**config.mk**
```make
export PLATFORM = sky130hd
export DESIGN_NAME = slpt_front
export DESIGN_NICKNAME = d
export VERILOG_FILES = /design/src/rtl/core/slpt_pkg.sv /design/src/rtl/core/slpt_fifo.sv /design/src/rtl/core/slpt_front.sv
export SDC_FILE = /design/constraint.sdc
export NUM_CORES = 1
export LEC_CHECK = 0
export ABC_CLOCK_PERIOD_IN_PS = 1800
export BUFFER_PORTS_ARGS = -buffer_cell sky130_fd_sc_hd__buf_2
export CAP_MARGIN = 30
export CORE_UTILIZATION = 47
export DETAILED_ROUTE_END_ITERATION = 8
export HOLD_SLACK_MARGIN = 0.06
export PLACE_DENSITY = 0.83
export REMOVE_ABC_BUFFERS = 1
export SLEW_MARGIN = 20
export SYNTH_ARGS = -nofsm -noshare
export SYNTH_HDL_FRONTEND = slang
export SYNTH_HIERARCHICAL = 1
export SYNTH_SLANG_ARGS = --single-unit
```
**constraint.sdc**
```tcl
create_clock -name clk_i -period 1.8 [get_ports clk_i]
set_clock_uncertainty 0.15 [all_clocks]
set_input_delay 0.18 -clock clk_i [delete_from_list [all_inputs] [get_ports clk_i]]
set_output_delay 0.18 -clock clk_i [all_outputs]
set_load 0.02 [all_outputs]
```
**src/rtl/core/slpt_pkg.sv**
```systemverilog
// ----------------------------------------------------------------------------
// slpt_pkg
// Shared types, constants and helper functions of the spectrum level tracker.
// ----------------------------------------------------------------------------
package slpt_pkg;

  localparam int unsigned ChanW          = 7;
  localparam int unsigned LevelW         = 7;
  localparam int unsigned TimerW         = 8;
  localparam int unsigned NumChannelsDef = 126;
  localparam int unsigned QueueDepth     = 2;
  localparam int unsigned CfgIdxW        = 8;
  localparam int unsigned CfgDataW       = 8;
  localparam int unsigned SweepW         = 32;

  localparam logic [LevelW-1:0] LevelMax = LevelW'(100);
  localparam logic [LevelW-1:0] CountMax = LevelW'(127);

  typedef enum logic [CfgIdxW-1:0] {
    CfgPeakHold  = 8'd0,
    CfgLabelHold = 8'd1,
    CfgDecayStep = 8'd2,
    CfgActThresh = 8'd3
  } cfg_idx_e;

  typedef enum logic [2:0] {
    BandNone    = 3'd0,
    BandWifi    = 3'd1,
    BandBle     = 3'd2,
    BandClassic = 3'd3,
    BandZigbee  = 3'd4
  } band_e;

  typedef struct packed {
    logic [ChanW-1:0] chan_index;
    logic             power_hit;
  } in_item_t;

  typedef struct packed {
    logic [LevelW-1:0] level;
    logic [LevelW-1:0] peak;
    logic [2:0]        intensity_class;
    logic              label_shown;
    logic [2:0]        band_kind;
    logic              sweep_done;
    logic [LevelW-1:0] max_level;
    logic [ChanW-1:0]  max_channel;
    logic [LevelW-1:0] active_channels;
    logic [SweepW-1:0] sweep_total;
  } out_item_t;

  typedef struct packed {
    logic [TimerW-1:0] peak_hold;
    logic [TimerW-1:0] label_hold;
    logic [LevelW-1:0] decay_step;
    logic [LevelW-1:0] act_thresh;
  } cfg_t;

  typedef struct packed {
    logic [ChanW-1:0] chan_index;
    logic             power_hit;
    logic             in_range;
    logic             last;
    band_e            band;
  } work_t;

  typedef struct packed {
    logic [LevelW-1:0] level;
    logic [LevelW-1:0] peak;
    logic [TimerW-1:0] peak_timer;
    logic [TimerW-1:0] label_timer;
  } entry_t;

  function automatic logic [2:0] intensity_of(logic [LevelW-1:0] lv);
    logic [2:0] cls;
    if (lv > LevelW'(85)) cls = 3'd4;
    else if (lv > LevelW'(65)) cls = 3'd3;
    else if (lv > LevelW'(45)) cls = 3'd2;
    else if (lv > LevelW'(25)) cls = 3'd1;
    else cls = 3'd0;
    return cls;
  endfunction

  // Wifi covers 12..84, so classic bt never wins and only 5 and 10 stay zigbee.
  function automatic band_e band_of(logic [ChanW-1:0] ch);
    band_e b;
    if (ch >= ChanW'(12) && ch <= ChanW'(84)) b = BandWifi;
    else if (ch == ChanW'(2)) b = BandBle;
    else if (ch == ChanW'(5) || ch == ChanW'(10)) b = BandZigbee;
    else b = BandNone;
    return b;
  endfunction

endpackage

```
**src/rtl/core/slpt_fifo.sv**
```systemverilog
// ----------------------------------------------------------------------------
// slpt_fifo
// Small register queue with push/full and pop/empty sides.
// ----------------------------------------------------------------------------
module slpt_fifo #(
  parameter type         T     = logic,
  parameter int unsigned Depth = slpt_pkg::QueueDepth
) (
  input  logic clk_i,
  input  logic rst_ni,
  input  logic push_i,
  input  T     data_i,
  output logic full_o,
  input  logic pop_i,
  output T     data_o,
  output logic empty_o
);

  localparam int unsigned PtrW = (Depth > 1) ? $clog2(Depth) : 1;
  localparam int unsigned CntW = $clog2(Depth + 1);

  T                mem_q [Depth];
  logic [PtrW-1:0] wr_ptr_q, wr_ptr_d;
  logic [PtrW-1:0] rd_ptr_q, rd_ptr_d;
  logic [CntW-1:0] cnt_q, cnt_d;
  logic            do_push, do_pop;

  assign full_o  = (cnt_q == CntW'(Depth));
  assign empty_o = (cnt_q == '0);
  assign do_push = push_i && !full_o;
  assign do_pop  = pop_i && !empty_o;
  assign data_o  = mem_q[rd_ptr_q];

  always_comb begin
    wr_ptr_d = wr_ptr_q;
    rd_ptr_d = rd_ptr_q;
    cnt_d    = cnt_q;
    if (do_push) begin
      wr_ptr_d = (wr_ptr_q == PtrW'(Depth - 1)) ? '0 : wr_ptr_q + PtrW'(1);
    end
    if (do_pop) begin
      rd_ptr_d = (rd_ptr_q == PtrW'(Depth - 1)) ? '0 : rd_ptr_q + PtrW'(1);
    end
    if (do_push && !do_pop) cnt_d = cnt_q + CntW'(1);
    else if (do_pop && !do_push) cnt_d = cnt_q - CntW'(1);
  end

  always_ff @(posedge clk_i or negedge rst_ni) begin
    if (!rst_ni) begin
      wr_ptr_q <= '0;
      rd_ptr_q <= '0;
      cnt_q    <= '0;
    end else begin
      wr_ptr_q <= wr_ptr_d;
      rd_ptr_q <= rd_ptr_d;
      cnt_q    <= cnt_d;
    end
  end

  always_ff @(posedge clk_i) begin
    if (do_push) mem_q[wr_ptr_q] <= data_i;
  end

endmodule

```
**src/rtl/core/slpt_front.sv**
```systemverilog
// ----------------------------------------------------------------------------
// slpt_front
// Accepts samples, classifies channel range, sweep end and band, and queues
// them for the update stage.
// ----------------------------------------------------------------------------
module slpt_front #(
  parameter int unsigned NumChannels = slpt_pkg::NumChannelsDef
) (
  input  logic               clk_i,
  input  logic               rst_ni,
  input  logic               push,
  output logic               full,
  input  slpt_pkg::in_item_t in_item_i,
  input  logic               q_pop_i,
  output slpt_pkg::work_t    q_data_o,
  output logic               q_empty_o
);

  slpt_pkg::work_t cls;

  always_comb begin
    cls.chan_index = in_item_i.chan_index;
    cls.power_hit  = in_item_i.power_hit;
    cls.in_range   = ({1'b0, in_item_i.chan_index} < (slpt_pkg::ChanW + 1)'(NumChannels));
    cls.last       = (in_item_i.chan_index == slpt_pkg::ChanW'(NumChannels - 1));
    cls.band       = slpt_pkg::band_of(in_item_i.chan_index);
  end

  slpt_fifo #(
    .T     (slpt_pkg::work_t),
    .Depth (slpt_pkg::QueueDepth)
  ) u_queue (
    .clk_i   (clk_i),
    .rst_ni  (rst_ni),
    .push_i  (push),
    .data_i  (cls),
    .full_o  (full),
    .pop_i   (q_pop_i),
    .data_o  (q_data_o),
    .empty_o (q_empty_o)
  );

endmodule

```
Word-level counts from Yosys, hierarchy flattened --
Memory sizes are Yosys's and may differ from the RTL's. Index checks and enable logic that the tools add are counted.
Storage, ports and cells: word-level logic and storage cells 37, output and inout port bits 15, memories 1, bits in registers 4, input bits 12, RAM bits 26
Memories:
- u_queue.mem_q | words 2, width 13, read ports 1, clocked after Yosys merged registers in 0, wr ports 1, RTL line slpt_fifo.sv:22 | T mem_q [Depth];
Operators by class: eq/ne operators 5, order comparisons 3, reductions and logical operators 12, $add $sub $neg 4, mux-type cells 9
Operators by type and width (number):
- 2-to-1 mux 3 bit | 3
- equality test 7 x 2 -> 1 bit (second input constant) | 1
- equality test 7 x 3 -> 1 bit (second input constant) | 1
- equality test 7 x 4 -> 1 bit (second input constant) | 1
- equality test 7 bit (second input constant) | 1
- greater-or-equal comparator 7 x 4 -> 1 bit (second input constant) | 1
- <= comparator 7 bit (second input constant) | 1
- less-than comparator 7 bit (second input constant) | 1
- logical AND 1 bit | 5
- zero test 1 bit | 4
- 2-to-1 mux 1 bit | 4
- 2-to-1 mux 2 bit | 2
- adder 1 bit (second input constant) | 2
- adder 2 x 1 -> 2 bit (second input constant) | 1
- equality test 2 bit (second input constant) | 1
- zero test 2 bit | 1
- nonzero test 2 bit | 1
- subtractor 2 x 1 -> 2 bit (second input constant) | 1
- logical OR 1 bit | 1

Depth between registers and ports, before layout --
depth after elaboration 7, gate-level depth with buffers 7, depth with buffers taken out 7

Modules after synthesis --
Netlist, hierarchy kept.
By module, submodules not included:
- slpt_fifo | area an instance 1168.6 µm², times used 1, sequential area each 880.8 µm², cells an instance 59
- slpt_front | area an instance 106.4 µm², times used 1, sequential area each 0.0 µm², cells an instance 17

Worst setup path before layout --
OpenSTA, ideal clock, no wires.
path kind register -> register, start point reg u_queue.cnt_q[0], end point mem u_queue/mem_q[0][0] (netlist name) (enable), required time 1.268 ns, cell stages (with the launch flop) 4, clock period less this slack 1.751 ns, setup time 0.382 ns, arrival 1.219 ns, path buffers 0, setup slack 0.049 ns, path through dfrtp_1 > nand2b_1 > nand2_1 > nor2_1
On the way: longest elaborated chain between the ends 5
RTL lines:
- start, declared | RTL line slpt_fifo.sv:25 | logic [CntW-1:0] cnt_q, cnt_d;
- start signal, assigned | RTL line slpt_fifo.sv:56 | cnt_q <= cnt_d;
- equality test 2 bit | RTL line slpt_fifo.sv:28 | assign full_o = (cnt_q == CntW'(Depth));
- zero test 1 bit | RTL line slpt_fifo.sv:30 | assign do_push = push_i && !full_o;
- logical AND 1 bit | RTL line slpt_fifo.sv:30
- 2-to-1 mux 1 bit | RTL line slpt_fifo.sv:61 | if (do_push) mem_q[wr_ptr_q] <= data_i;
- 2-to-1 mux 1 bit (implied by the code) | RTL line slpt_fifo.sv:61
- end, declared | RTL line slpt_fifo.sv:22
Every way passes these cells.

==> Implementation_results.wiki <==
{| class="wikitable"
! Metric !! Value
|-
| Run status || finished clean
|-
| Count of standard-cell rows || 18
|-
| Longest individual stage delay on the worst path || 0.41 ns
|-
| Fraction of registers with async set/reset || 13.3%
|-
| Number of buffers created by CTS || 5
|-
| Worst-path clk slew || 0.08 ns
|-
| Floorplan die area || 2930 sq um
|-
| Setup repair after global routing missed its margin || false
|-
| Mean Syn Cell Area || 16.8 sq um
|-
| Static leakage || 0.665 nW
|-
| Effective utilization at floorplan || 50.5%
|-
| WS Path Type || flip-flop to output port
|-
| Sequential fraction of the synthesis area || 69.1%
|-
| Number of warnings printed during yosys synthesis || 6
|-
| Net count reported at finish || 136
|-
| Top-Level Pins || 27
|-
| Crit path buf inv count || 2
|-
| WHS Path Cells || 1
|-
| Critical path, cell by cell || buf_12 > mux2_1 > buf_2
|-
| Area of the core region || 2520 sq um
|-
| Critical path data required time || 1.47 ns
|-
| Routed len/inst || 13.8 um
|-
| Yosys top cell area share || 61.2%
|-
| Number of nets with antenna violations after detailed routing || 0
|-
| Largest net degree at the start of global routing || 14
|-
| Crit start category || flip-flop
|-
| TritonCTS Sinks || 30
|-
| Drt total wl || 2130 um
|-
| List of most frequent post-synthesis cells || 26 x sky130_fd_sc_hd__edfxtp_1, 9 x sky130_fd_sc_hd__mux2_4, 7 x sky130_fd_sc_hd__nor2_1, 4 x sky130_fd_sc_hd__dfrtp_1, 4 x sky130_fd_sc_hd__mux2_1
|-
| Htree depth || 2
|-
| Root buf cell || sky130_fd_sc_hd__clkbuf_4
|-
| Final hold violations || 0
|-
| Critical path peak fanout || 13
|-
| # port buffers || 26
|-
| CP arrival || 1.41 ns
|-
| Family with the most delay on the worst path || flip-flops
|-
| Maximum VDD drop || 1.25 mV
|-
| Leftover overflow at the end of global routing || 0
|-
| Insertion delay of the later-clocked pin in the worst-skew pair || 0.32 ns
|-
| DR DRC count || 0
|-
| Total power after layout || 0.00243 W
|-
| Via count of the first global-routing pass || 741
|-
| Total negative setup slack || 0 ns
|-
| Die span in x || 54.1 um
|-
| Register bit count reported by yosys || 30
|-
| Top_reg_cell synth || sky130_fd_sc_hd__edfxtp_1
|-
| Worst Setup End Kind || output port
|-
| Main area contributors after synthesis || sky130_fd_sc_hd__edfxtp_1 61%, sky130_fd_sc_hd__mux2_4 11%, sky130_fd_sc_hd__dfrtp_1 7.9%
|-
| R2r worst-path depth || 7
|-
| Final weighted congestion of routability-driven global placement || 0.752
|-
| End point of the most critical hold path || u_queue/wr_ptr_q$_DFFE_PN0P_
|-
| Initial antenna violation count || 0
|-
| Fraction of final layout cells with drive strength greater than 1 || 39.5%
|-
| All-layer global routing usage || 17.4%
|-
| Number of antenna cells inserted || 0
|-
| Filler Cell Count || 206
|-
| Final slew viol count || 0
|-
| Type of the most critical hold path || flip-flop to flip-flop
|-
| Hold_sp || u_queue/wr_ptr_q$_DFFE_PN0P_
|-
| Final period demand of the worst path || 1.74 ns
|-
| Cell with the most instances after synthesis || sky130_fd_sc_hd__edfxtp_1
|-
| Reg2reg setup slack || 0.09 ns
|-
| Worst reg2reg startpoint || u_queue/cnt_q[0]$_DFFE_PN0P_
|-
| Syn Inst Count || 76
|-
| Max-Cap Viols || 0
|-
| DRC marker count from the first detailed-route iteration || 15
|-
| Clock tree from TritonCTS || done
|-
| Actual transition at the worst max-transition pin || 0.280 ns
|-
| Maximum count of clock buffers along a single path || 2
|-
| Final clock period utilization by the worst path || 96.6%
|-
| Wire length of the first global-routing pass || 3330 um
|-
| Post-DP HPWL || 1450 um
|-
| Final setup violation count || 0
|-
| Crit-path slowest cell || sky130_fd_sc_hd__dfrtp_1
|-
| # Post-CTS Setup Buffers || 0
|-
| Die outline height || 54.1 um
|-
| Post-synthesis cell type with the largest combined area || sky130_fd_sc_hd__edfxtp_1
|-
| Layout-stage area growth over the synthesis result || 29.1%
|-
| Post-synthesis cell type count || 25
|-
| Headroom to the max-slew limit || 81.1%
|-
| Achievable clock frequency || 575 MHz
|-
| Number of vias after detailed routing || 787
|-
| EDFF count, synth || 26
|-
| Endpoint of the worst register-to-register path || u_queue/cnt_q[1]$_DFFE_PN0P_
|-
| Power per cell area || 1480 nW/um^2
|-
| Pre-Repair DR Iteration Count || 4
|-
| Number of vias per cell || 5.11
|-
| Mapped Area || 1270 sq um
|}
-- final cells by class --
class | instances | area, sq um | share of cell area [%]
Tap cell | 30 | 37.5 | 2.28
Clock buffer | 8 | 58.8 | 3.57
Multi-Input combinational cell | 43 | 375 | 22.8
Inverter | 2 | 7.51 | 0.456
Sequential cell | 30 | 882 | 53.6
Timing Repair Buffer | 41 | 285 | 17.3
-- logic make-up after synthesis --
family	Yosys count	synth area share (%)
mux	13	14.1
compound gates	6	2.75
flops	30	69.1
xor+xnor	5	3.44
buf+inv	3	1.47
fa+ha+maj	1	0.981
simple gates	18	8.15
-- cell usage in the layout, fill, tap and decap left out, types with 2 or more instances in the layout --
cell type and count:
sky130_fd_sc_hd__edfxtp_1 26, sky130_fd_sc_hd__dlygate4sd3_1 12, sky130_fd_sc_hd__nor2_1 7, sky130_fd_sc_hd__o21ai_0 2, sky130_fd_sc_hd__inv_1 2, sky130_fd_sc_hd__clkbuf_4 5
sky130_fd_sc_hd__xor2_1 2, sky130_fd_sc_hd__mux2_1 4, sky130_fd_sc_hd__nand2_1 2, sky130_fd_sc_hd__mux2_4 9, sky130_fd_sc_hd__buf_2 26, sky130_fd_sc_hd__dfrtp_1 3
sky130_fd_sc_hd__xnor2_1 3, sky130_fd_sc_hd__buf_4 2, sky130_fd_sc_hd__clkbuf_1 2
-- flip-flops by register name, indices dropped and copies added (netlist names) --
signal	flops
u_queue/mem_q	26
u_queue/cnt_q	2
u_queue/rd_ptr_q	1
u_queue/wr_ptr_q	1
-- how the worst max path moves through the flow --
stage / start / end / slack [ns] / cells after the start
final: u_queue/rd_ptr_q$_DFFE_PN0P_ / q_data_o[4] / 0.06 / 3
after CTS: u_queue/rd_ptr_q$_DFFE_PN0P_ / q_data_o[4] / 0.03 / 3
after global routing: u_queue/rd_ptr_q$_DFFE_PN0P_ / q_data_o[8] / 0.006 / 3
after global placement: u_queue/cnt_q[0]$_DFFE_PN0P_ / u_queue/cnt_q[1]$_DFFE_PN0P_ / 0.25 / 6
after detailed placement: u_queue/cnt_q[0]$_DFFE_PN0P_ / u_queue/cnt_q[1]$_DFFE_PN0P_ / 0.11 / 7
after floorplan: u_queue/cnt_q[0]$_DFFE_PN0P_ / u_queue/mem_q[0][0]$_DFFE_PP_ / 0.05 / 3
-- through the flow --
step	std cells	utilization [%]	hold slack, ns	area (sq um)	setup slack (ns)
floorplan	75	-	-0.266	1260	0.0485
global placement	134	57.6	-0.163	1450	0.254
detailed placement	134	57.6	-0.159	1450	0.108
CTS	154	64.9	0.349	1640	0.0344
global route	154	65.3	0.387	1650	0.00633
finish	154	65.3	0.366	1650	0.0609
-- layer usage --
layer / global-route usage, % / routed length [um] / vias up
met5: 0 / 0 / -
met4: 6.41 / 29 / 0
met3: 8.19 / 111 / 4
met2: 29.4 / 1110 / 22
met1: 19.0 / 880 / 382
li1: - / - / 379
-- worst register-to-register path, cell delays in order, from the launching register on --
cell and delay [ns]:
sky130_fd_sc_hd__dfrtp_2 0.45, sky130_fd_sc_hd__nand2b_1 0.18, sky130_fd_sc_hd__nand2_1 0.13, sky130_fd_sc_hd__inv_1 0.06, sky130_fd_sc_hd__ha_1 0.21, sky130_fd_sc_hd__xor2_1 0.15
sky130_fd_sc_hd__nor2_1 0.11, sky130_fd_sc_hd__xor2_1 0.19
-- what timing repair did --
action | 4_1_cts | 5_1_grt
endpoints found under the setup margin | 1 | 4
resized for setup | 1 | 3
hold buffers | 12 | 0
pin swaps | 0 | 0
endpoints found under the hold margin | 22 | 0
-- where the power goes --
group          internal, W  switching [W]  leakage [nW]  total [W]
Combinational     0.000458       0.000528         0.347   0.000986
Sequential        0.000960      0.0000854         0.286    0.00105
Clock             0.000192       0.000205        0.0326   0.000397
Total              0.00161       0.000818         0.665    0.00243
(Power assumes the default switching activity.)
