`config.mk`:
```
export PLATFORM = sky130hd
export DESIGN_NAME = slpt_back
export DESIGN_NICKNAME = d
export VERILOG_FILES = /design/src/rtl/core/slpt_pkg.sv /design/src/rtl/core/slpt_fifo.sv /design/src/rtl/core/slpt_back.sv
export SDC_FILE = /design/constraint.sdc
export NUM_CORES = 2
export LEC_CHECK = 0
export ABC_CLOCK_PERIOD_IN_PS = 17810
export BUFFER_PORTS_ARGS = -buffer_cell sky130_fd_sc_hd__buf_2
export CAP_MARGIN = 20
export CORE_ASPECT_RATIO = 0.9
export CORE_MARGIN = 5
export CORE_UTILIZATION = 34
export DETAILED_ROUTE_END_ITERATION = 10
export GPL_TIMING_DRIVEN = 0
export PLACE_DENSITY = 0.5
export SLEW_MARGIN = 20
export SYNTH_ARGS = -nofsm -noshare
export SYNTH_HDL_FRONTEND = slang
export SYNTH_SLANG_ARGS = --single-unit
```
`constraint.sdc`:
```
create_clock -name clk_i -period 17.81 [get_ports clk_i]
set_clock_uncertainty 0.1 [all_clocks]
set_input_delay 5.343 -clock clk_i [delete_from_list [all_inputs] [get_ports clk_i]]
set_output_delay 5.343 -clock clk_i [all_outputs]
set_load 0.02 [all_outputs]
```
`src/rtl/core/slpt_pkg.sv`:
```
// ----------------------------------------------------------------------------
// slpt_pkg
// Shared types, constants and helper functions of the spectrum level tracker.
// ----------------------------------------------------------------------------
package slpt_pkg;

  localparam int unsigned ChanW          = 7;
  localparam int unsigned LevelW         = 7;
  localparam int unsigned TimerW         = 8;
  localparam int unsigned NumChannelsDef = 126;
  localparam int unsigned QueueDepth     = 2;
  localparam int unsigned CfgIdxW        = 8;
  localparam int unsigned CfgDataW       = 8;
  localparam int unsigned SweepW         = 32;

  localparam logic [LevelW-1:0] LevelMax = LevelW'(100);
  localparam logic [LevelW-1:0] CountMax = LevelW'(127);

  typedef enum logic [CfgIdxW-1:0] {
    CfgPeakHold  = 8'd0,
    CfgLabelHold = 8'd1,
    CfgDecayStep = 8'd2,
    CfgActThresh = 8'd3
  } cfg_idx_e;

  typedef enum logic [2:0] {
    BandNone    = 3'd0,
    BandWifi    = 3'd1,
    BandBle     = 3'd2,
    BandClassic = 3'd3,
    BandZigbee  = 3'd4
  } band_e;

  typedef struct packed {
    logic [ChanW-1:0] chan_index;
    logic             power_hit;
  } in_item_t;

  typedef struct packed {
    logic [LevelW-1:0] level;
    logic [LevelW-1:0] peak;
    logic [2:0]        intensity_class;
    logic              label_shown;
    logic [2:0]        band_kind;
    logic              sweep_done;
    logic [LevelW-1:0] max_level;
    logic [ChanW-1:0]  max_channel;
    logic [LevelW-1:0] active_channels;
    logic [SweepW-1:0] sweep_total;
  } out_item_t;

  typedef struct packed {
    logic [TimerW-1:0] peak_hold;
    logic [TimerW-1:0] label_hold;
    logic [LevelW-1:0] decay_step;
    logic [LevelW-1:0] act_thresh;
  } cfg_t;

  typedef struct packed {
    logic [ChanW-1:0] chan_index;
    logic             power_hit;
    logic             in_range;
    logic             last;
    band_e            band;
  } work_t;

  typedef struct packed {
    logic [LevelW-1:0] level;
    logic [LevelW-1:0] peak;
    logic [TimerW-1:0] peak_timer;
    logic [TimerW-1:0] label_timer;
  } entry_t;

  function automatic logic [2:0] intensity_of(logic [LevelW-1:0] lv);
    logic [2:0] cls;
    if (lv > LevelW'(85)) cls = 3'd4;
    else if (lv > LevelW'(65)) cls = 3'd3;
    else if (lv > LevelW'(45)) cls = 3'd2;
    else if (lv > LevelW'(25)) cls = 3'd1;
    else cls = 3'd0;
    return cls;
  endfunction

  // Wifi covers 12..84, so classic bt never wins and only 5 and 10 stay zigbee.
  function automatic band_e band_of(logic [ChanW-1:0] ch);
    band_e b;
    if (ch >= ChanW'(12) && ch <= ChanW'(84)) b = BandWifi;
    else if (ch == ChanW'(2)) b = BandBle;
    else if (ch == ChanW'(5) || ch == ChanW'(10)) b = BandZigbee;
    else b = BandNone;
    return b;
  endfunction

endpackage

```
`src/rtl/core/slpt_fifo.sv`:
```
// ----------------------------------------------------------------------------
// slpt_fifo
// Small register queue with push/full and pop/empty sides.
// ----------------------------------------------------------------------------
module slpt_fifo #(
  parameter type         T     = logic,
  parameter int unsigned Depth = slpt_pkg::QueueDepth
) (
  input  logic clk_i,
  input  logic rst_ni,
  input  logic push_i,
  input  T     data_i,
  output logic full_o,
  input  logic pop_i,
  output T     data_o,
  output logic empty_o
);

  localparam int unsigned PtrW = (Depth > 1) ? $clog2(Depth) : 1;
  localparam int unsigned CntW = $clog2(Depth + 1);

  T                mem_q [Depth];
  logic [PtrW-1:0] wr_ptr_q, wr_ptr_d;
  logic [PtrW-1:0] rd_ptr_q, rd_ptr_d;
  logic [CntW-1:0] cnt_q, cnt_d;
  logic            do_push, do_pop;

  assign full_o  = (cnt_q == CntW'(Depth));
  assign empty_o = (cnt_q == '0);
  assign do_push = push_i && !full_o;
  assign do_pop  = pop_i && !empty_o;
  assign data_o  = mem_q[rd_ptr_q];

  always_comb begin
    wr_ptr_d = wr_ptr_q;
    rd_ptr_d = rd_ptr_q;
    cnt_d    = cnt_q;
    if (do_push) begin
      wr_ptr_d = (wr_ptr_q == PtrW'(Depth - 1)) ? '0 : wr_ptr_q + PtrW'(1);
    end
    if (do_pop) begin
      rd_ptr_d = (rd_ptr_q == PtrW'(Depth - 1)) ? '0 : rd_ptr_q + PtrW'(1);
    end
    if (do_push && !do_pop) cnt_d = cnt_q + CntW'(1);
    else if (do_pop && !do_push) cnt_d = cnt_q - CntW'(1);
  end

  always_ff @(posedge clk_i or negedge rst_ni) begin
    if (!rst_ni) begin
      wr_ptr_q <= '0;
      rd_ptr_q <= '0;
      cnt_q    <= '0;
    end else begin
      wr_ptr_q <= wr_ptr_d;
      rd_ptr_q <= rd_ptr_d;
      cnt_q    <= cnt_d;
    end
  end

  always_ff @(posedge clk_i) begin
    if (do_push) mem_q[wr_ptr_q] <= data_i;
  end

endmodule

```
`src/rtl/core/slpt_back.sv`:
```
// ----------------------------------------------------------------------------
// slpt_back
// Per-channel read-modify-write of level, peak and timers, sweep statistics
// and the result queue.
// ----------------------------------------------------------------------------
module slpt_back #(
  parameter int unsigned NumChannels = slpt_pkg::NumChannelsDef
) (
  input  logic                clk_i,
  input  logic                rst_ni,
  input  slpt_pkg::cfg_t      cfg_i,
  input  slpt_pkg::work_t     q_data_i,
  input  logic                q_empty_i,
  output logic                q_pop_o,
  output logic                empty,
  input  logic                pop,
  output slpt_pkg::out_item_t out_item_o
);

  localparam int unsigned IdxW   = (NumChannels > 1) ? $clog2(NumChannels) : 1;
  localparam int unsigned LevelW = slpt_pkg::LevelW;
  localparam int unsigned TimerW = slpt_pkg::TimerW;
  localparam int unsigned ChanW  = slpt_pkg::ChanW;

  slpt_pkg::entry_t mem_q [NumChannels];
  slpt_pkg::entry_t rd_q;
  slpt_pkg::entry_t byp_q;
  logic [IdxW-1:0]  byp_idx_q;
  logic             byp_vld_q;
  logic [NumChannels-1:0] vld_q;

  logic            e_vld_q;
  slpt_pkg::work_t e_q;

  logic [LevelW-1:0]          run_max_q, run_ch_q, run_cnt_q;
  logic [slpt_pkg::SweepW-1:0] sweep_q, sweep_d;

  logic                oq_full, e_fire, adv;
  logic [IdxW-1:0]     rd_idx, e_idx;
  slpt_pkg::entry_t    cur, nxt;
  logic [LevelW:0]     half_sum;
  logic [LevelW+1:0]   scaled;
  logic [LevelW-1:0]   lv;
  logic [LevelW-1:0]   base_max, base_ch, base_cnt;
  logic [LevelW-1:0]   new_max, new_ch, new_cnt;
  slpt_pkg::out_item_t res;

  assign e_fire  = e_vld_q && !oq_full;
  assign adv     = !q_empty_i && (!e_vld_q || e_fire);
  assign q_pop_o = adv;
  assign rd_idx  = q_data_i.chan_index[IdxW-1:0];
  assign e_idx   = e_q.chan_index[IdxW-1:0];

  always_comb begin
    if (!e_q.in_range) cur = '0;
    else if (byp_vld_q && byp_idx_q == e_idx) cur = byp_q;
    else if (vld_q[e_idx]) cur = rd_q;
    else cur = '0;

    half_sum = {1'b0, cur.level} + (LevelW + 1)'(slpt_pkg::LevelMax);
    scaled   = {2'b00, cur.level} + {1'b0, cur.level, 1'b0};
    nxt      = cur;
    if (e_q.power_hit) begin
      lv = (half_sum[LevelW:1] > slpt_pkg::LevelMax) ? slpt_pkg::LevelMax
                                                      : half_sum[LevelW:1];
      nxt.label_timer = cfg_i.label_hold;
    end else begin
      lv = scaled[LevelW+1:2];
      if (cur.label_timer != '0) nxt.label_timer = cur.label_timer - TimerW'(1);
    end
    nxt.level = lv;

    if (lv >= cur.peak) begin
      nxt.peak       = lv;
      nxt.peak_timer = cfg_i.peak_hold;
    end else if (cur.peak_timer != '0) begin
      nxt.peak_timer = cur.peak_timer - TimerW'(1);
    end else begin
      nxt.peak = (cur.peak > cfg_i.decay_step) ? cur.peak - cfg_i.decay_step : '0;
    end

    if (e_q.chan_index == '0) begin
      base_max = '0;
      base_ch  = '0;
      base_cnt = '0;
    end else begin
      base_max = run_max_q;
      base_ch  = run_ch_q;
      base_cnt = run_cnt_q;
    end
    new_max = (lv > base_max) ? lv : base_max;
    new_ch  = (lv > base_max) ? e_q.chan_index : base_ch;
    new_cnt = (lv > cfg_i.act_thresh && base_cnt != slpt_pkg::CountMax)
            ? base_cnt + LevelW'(1) : base_cnt;

    sweep_d = (e_q.in_range && e_q.last) ? sweep_q + 32'd1 : sweep_q;

    res             = '0;
    res.sweep_total = sweep_d;
    if (e_q.in_range) begin
      res.level           = lv;
      res.peak            = nxt.peak;
      res.intensity_class = slpt_pkg::intensity_of(lv);
      res.label_shown     = (lv > cfg_i.act_thresh) || (nxt.label_timer != '0);
      res.band_kind       = e_q.band;
      if (e_q.last) begin
        res.sweep_done      = 1'b1;
        res.max_level       = new_max;
        res.max_channel     = ChanW'(new_ch);
        res.active_channels = new_cnt;
      end
    end
  end

  always_ff @(posedge clk_i or negedge rst_ni) begin
    if (!rst_ni) begin
      e_vld_q   <= 1'b0;
      byp_vld_q <= 1'b0;
      vld_q     <= '0;
      run_max_q <= '0;
      run_ch_q  <= '0;
      run_cnt_q <= '0;
      sweep_q   <= '0;
    end else begin
      if (adv) e_vld_q <= 1'b1;
      else if (e_fire) e_vld_q <= 1'b0;
      if (e_fire) begin
        sweep_q <= sweep_d;
        if (e_q.in_range) begin
          byp_vld_q    <= 1'b1;
          vld_q[e_idx] <= 1'b1;
          if (e_q.last) begin
            run_max_q <= '0;
            run_ch_q  <= '0;
            run_cnt_q <= '0;
          end else begin
            run_max_q <= new_max;
            run_ch_q  <= new_ch;
            run_cnt_q <= new_cnt;
          end
        end
      end
    end
  end

  always_ff @(posedge clk_i) begin
    if (adv) e_q <= q_data_i;
    if (adv && q_data_i.in_range) rd_q <= mem_q[rd_idx];
    if (e_fire && e_q.in_range) begin
      mem_q[e_idx] <= nxt;
      byp_q        <= nxt;
      byp_idx_q    <= e_idx;
    end
  end

  slpt_fifo #(
    .T     (slpt_pkg::out_item_t),
    .Depth (slpt_pkg::QueueDepth)
  ) u_out_queue (
    .clk_i   (clk_i),
    .rst_ni  (rst_ni),
    .push_i  (e_fire),
    .data_i  (res),
    .full_o  (oq_full),
    .pop_i   (pop),
    .data_o  (out_item_o),
    .empty_o (empty)
  );

endmodule

```
==> Word level (Yosys, flattened, before mapping) <==
Memory sizes are Yosys's and may differ from the RTL's. A register that Yosys moved wholly into a read port is not among the register bits.
Index checks and enable logic that the tools add are counted.
{ "classes": {"add_sub_neg": 11, "n_lt_le_gt_ge": 11, "eq_ne": 3, "muxes": 41, "bitwise_logic": 1, "reduce_logical": 28} }
{ "ops": {"columns": ["op", "count"], "rows": [
  ["OR 126 bit", 1],
  ["2-to-1 mux 7 bit", 13],
  ["2-to-1 mux 30 bit", 3],
  ["2-to-1 mux 43 bit", 1],
  ["adder 32 x 1 -> 32 bit, second input constant", 1],
  ["2-to-1 mux 32 bit", 1],
  ["2-to-1 mux 8 bit", 3],
  ["nonzero test 8 bit", 3],
  ["2-to-1 mux 22 bit", 1],
  ["greater-than comparator 7 bit", 3],
  ["greater-than comparator 7 bit, second input constant", 3],
  ["subtractor 8 x 1 -> 8 bit, second input constant", 2],
  ["2-to-1 mux 15 bit", 1],
  ["logical AND 1 bit", 12],
  ["2-to-1 mux 1 bit", 11],
  ["adder 7 x 8 -> 9 bit", 1],
  ["adder 7 x 7 -> 8 bit, second input constant", 1],
  ["< comparator 7 x 8 -> 1 bit, second input constant", 1],
  ["2-to-1 mux 2 bit", 4],
  ["adder 7 x 1 -> 7 bit, second input constant", 1],
  ["binary-select mux 1 bit (select 7 bit)", 1],
  ["demux 1 bit (select 7 bit)", 1],
  ["equality test 7 bit", 1],
  ["greater-or-equal comparator 7 x 1 -> 1 bit, second input constant", 1],
  ["other kinds (16)", 24]
]} }
{ "totals": {"ff_bits": 235, "ram_bits": 3930, "input_bits": 47, "out_inout_bits": 77, "elab_cells": 117, "n_memories": 2} }
{ "mem_list": {"columns": ["name", "words", "word_bits", "read_ports", "rd_clocked_by_memory_dff", "write_ports", "line_no", "rtl"], "rows": [
  ["mem_q", 126, 30, 1, 1, 1, "slpt_back.sv:25", "slpt_pkg::entry_t mem_q [NumChannels];"],
  ["u_out_queue.mem_q", 2, 75, 1, 0, 1, "slpt_fifo.sv:22", "T mem_q [Depth];"]
]} }

==> Logic depth before layout (Yosys ltp) <==
{ "depth": {"word_depth": 15, "ltp_mapped": 36, "mapped_depth_nobuf": 30} }

==> Cells and area by module <==
A second synthesis with hierarchy kept.
{ "unflattened": {"cells_unflattened": 7248, "area_unflattened_um2": 163516.8} }
{ "by_module_without_submodules": {"columns": ["module", "instances", "cells_per_inst", "area_each_um2", "seq_area_each_um2"], "rows": [
  ["slpt_back", 1, 6996, 157753.8, 120440.5],
  ["slpt_fifo", 1, 252, 5763.0, 4604.4]
]} }

==> Worst setup path before layout <==
Ideal clock, no wire load.
{ "synth_path": {"path_type": "register to register", "startpoint": "register e_q, in the netlist e_idx[1]", "endpoint": "register byp_q[15] in the netlist's numbering (data pin)", "setup_ns": 1.190, "arrival_ns": 14.826, "required_ns": 16.520, "slack_ns": 1.694, "stages_incl_launch_ff": 30, "path_buffers": 4, "synth_period_minus_slack_ns": 16.116, "path_cell_list": "edfxtp_1 > buf_6 > mux2_4 > a32o_1 > o31ai_1 > nand3_1 > a2111oi_4 > nand2_2 > a41oi_2 > ha_1 > nand2_1 > or4_4 > and4_1 > o21ba_1 > buf_6 > a21o_1 > o22ai_1 > inv_1 > ha_1 > nand2b_1 > a21o_1 > a21o_1 > a21oi_1 > nor2b_1 > o21ai_0 > nand2b_1 > a21oi_1 > clkbuf_1 > clkbuf_1 > o21ai_0"} }
{ "synth_lines": {"columns": ["item", "line_no", "rtl"], "rows": [
  ["start, declared", "slpt_back.sv:33", "slpt_pkg::work_t e_q;"],
  ["start signal, assigned", "slpt_back.sv:147", "if (adv) e_q <= q_data_i;"],
  ["end signal, assigned", "slpt_back.sv:151", "byp_q <= nxt;"],
  ["end, declared", "slpt_back.sv:27", "slpt_pkg::entry_t byp_q;"]
]} }

==> Worst setup path in the final report <==
{ "layout_path": {"startpoint": "input port q_empty_i", "endpoint": "output port q_pop_o"} }
{ "layout_via": {"elab_chain_cells": 2} }
{ "layout_lines": {"columns": ["item", "line_no", "rtl"], "rows": [
  ["start, declared", "slpt_back.sv:13", "input logic q_empty_i,"],
  ["logical NOT 1 bit", "slpt_back.sv:49", "assign adv = !q_empty_i && (!e_vld_q || e_fire);"],
  ["logical AND 1 bit", "slpt_back.sv:49", null],
  ["end, declared", "slpt_back.sv:14", "output logic q_pop_o,"]
]} }
No other way between the ends.

==> impl_metrics.csv <==
group,metric,value,unit
floorplanning,die_h,668,um
clock_tree,clock-sinks,4195,
critical_path,reg2reg_depth,33,
floorplanning,rows,241,
floorplanning,coreArea,479000,um^2
synth,synthTopCellsByArea,"edfxtp_1 (74%), mux4_2 (17%), dfrtp_1 (2.8%)",
synth,seq_area_frac_synth,76.5,%
synth,synthFlopType,"edfxtp_1",
timing,maxSlewHeadroom,16.7,%
global_routing,gr-usage-met3,3.58,%
global_routing,grtUsageTotal,18.8,%
critical_path,critPathCaptureType,"primary output",
place,dp_hpwl,341000,um
timing,fmax,83.7,MHz
critical_path,rrSetupSlack,5.94,ns
route,wire_per_inst,31.9,um
final_layout,finish.net_count,8230,
global_routing,grt_remaining_overflow,0,
run_status,status,"finished clean",
pwr,ir_drop,0.116,mV
clock_tree,postCtsSetupBuffers,0,
timing,post-route-min-period,11.95,ns
clock_tree,cts_tree,"built",
critical_path,start_kind,"input pin",
flow_run,drv_cap,0,
synth,yosys-top-cells-count,"edfxtp_1 (4010), mux4_2 (1227), nand2_1 (224)",
synth,async_flop_share,4.41,%
global_routing,antenna_found_initial,65,
place,io_buffers,123,
global_routing,grt_max_degree,96,
clock_tree,cts-root-buf,"clkbuf_16",
timing,rsz0062_at_grt,"no",
timing,fin_crit_sh,67.1,%
final_layout,regArea,125000,um^2
global_routing,use_met1,27.7,%
place,dp.cells,14000,
route,drcViolationCount,0,
clock_tree,clk_pin_slew,0.06,ns
synth,synth-warning-count,0,
route,wl,473000,um
critical_path,r2r_end,"mem_q[75][14]",
global_routing,busiest_layer,"met2",
clock_tree,cts.hold.buffers_added,0,
place,gp_congestion,0.918,
floorplanning,dieArea,495000,um^2
clock_tree,cts_resized,0,
synth,synth.most_common_cell,"edfxtp_1",
timing,setup_viol,0,
min_path,hold_class,"flop to flop",
route,num_vias,80400,
synth,synth_top_cell_by_area,"edfxtp_1",
clock_tree,clk_path_buf_depth,4,
final_layout,area_delta_synth_final,19.7,%
critical_path,cp-endpoint,"q_pop_o",
global_routing,grt_pass1_vias,80700,
synth,yosys_register_bits,4195,
timing,finalSetupTns,0,ns
synth,syn_inst,7224,
synth,synth_area_per_cell,22.6,um^2
floorplanning,start_util,34.1,%
critical_path,worstPathRequired,12.37,ns
synth,synth_cell_types,96,
critical_path,worstReg2RegStart,"e_idx[1]",
final_layout,fillers,41400,
pwr,power_density,130,nW/um^2
critical_path,critPathArrivalTime,6.51,ns
final_layout,final_cells,14900,
clock_tree,htreeDepth,5,
critical_path,crit_path_max_fanout,15,
synth,syn_area,164000,um^2
floorplanning,die_w,741,um
clock_tree,insertion_delay,1.00,ns
timing,finalHoldViolations,0,
global_routing,grtUsageMet2,28.7,%
synth,synth_top_area_share,73.6,%
synth,synth_edf_count,4010,
synth,syn-num-nets,7313,
route,routed_via_density,5.41,
clock_tree,numCtsBuffers,444,
floorplanning,io_pins,124,
final_layout,multi_input_area,38100,um^2
route,drt_first_iter_violations,9408,
final_layout,drive_above_1_share,34.4,%
timing,drv_slew,0,
critical_path,crit_type,"input pin to primary output",
critical_path,startpoint,"q_empty_i",
route,first_pass_iters,8,
timing,worst_pin_slew,1.25,ns
global_routing,grt_pass1_wl,655000,um
pwr,power_leakage,62.8,nW
route,ant_nets,0,
final cells by class:
type / instances / share of cell area, %
clock buffers: 580 / 6.08
diodes: 26 / 0.0332
flip-flops and latches: 4195 / 63.9
inverters: 72 / 0.141
plain buffers: 368 / 0.851
multi-input cells: 2589 / 19.4
repair buffers: 471 / 4.50
clock inverters: 238 / 1.04
well taps: 6318 / 4.04
cells by family after synthesis:
| logic type | synth area share (%) |
|---|---|
| multiplexers | 18.1 |
| adder cells (fa/ha/maj) | 0.344 |
| XOR/XNOR | 0.541 |
| flip-flops | 76.5 |
| buffers and inverters | 1.08 |
| AND/OR/NAND/NOR | 2.25 |
| AO/OA/AOI/OAI | 1.19 |
critical path, cell delays in order:
cell,delay [ns]
buf_2,0.11
o21ba_2,0.75
buf_2,0.30
cells in the final DEF (no fill, tap or decap), types with 128 or more instances in the layout:
cell type,count
buf_16,198
mux4_2,1227
edfxtp_1,4010
clkbuf_16,447
buf_2,184
nand2_1,224
clkbuf_1,269
dfrtp_1,185
mux2_2,140
or2_2,128
where the power goes:
group	total (mW)	switching, mW	leakage, nW	internal (mW)
Combinational	4.22	2.79	17.1	1.43
Clock	8.91	3.80	6.83	5.11
Sequential	12.3	0.114	38.9	12.2
Total	25.4	6.71	62.8	18.7
per-stage QoR:
stage / power [mW] / utilization (%) / worst slack [ns] / hold slack, ns / cell area, um^2
floorplan: 14.6 / - / 1.69 / 0.321 / 164000
global placement: 16.4 / 35.9 / -15.77 / 0.331 / 172000
detailed placement: 16.7 / 37.9 / 5.84 / 0.331 / 182000
CTS: 25.7 / 40.8 / 5.87 / 0.346 / 196000
global route: 26.3 / 40.8 / 5.56 / 0.349 / 196000
finish: 25.4 / 40.9 / 5.86 / 0.342 / 196000
flip-flops by register name (all words and copies together), names as in the netlist, 2 cells and up:
| signal | cells |
|---|---|
| byp_idx_q | 7 |
| byp_q | 30 |
| e_idx | 7 |
| e_q | 6 |
| mem_q | 3780 |
| rd_q | 30 |
| run_ch_q | 7 |
| run_cnt_q | 7 |
| run_max_q | 7 |
| sweep_q | 32 |
| u_out_queue.cnt_q | 2 |
| u_out_queue.mem_q | 150 |
| vld_q | 126 |
per-layer routing:
layer / wire length (um) / up-vias
li1: - / 32300
met1: 207000 / 44100
met2: 214000 / 3313
met3: 37200 / 625
met4: 14000 / 2
met5: 133 / -
worst min path at each step:
stage | end | from | cells after the start
5_1_grt | byp_idx_q[5] | e_idx[5] | 0
4_1_cts | byp_idx_q[5] | e_idx[5] | 0
6_report | byp_idx_q[5] | e_idx[5] | 0
2_1_floorplan | byp_idx_q[5] | e_idx[5] | 0
3_3_place_gp | byp_idx_q[5] | e_idx[5] | 0
3_5_place_dp | byp_idx_q[5] | e_idx[5] | 0
(Power assumes the default switching activity.)
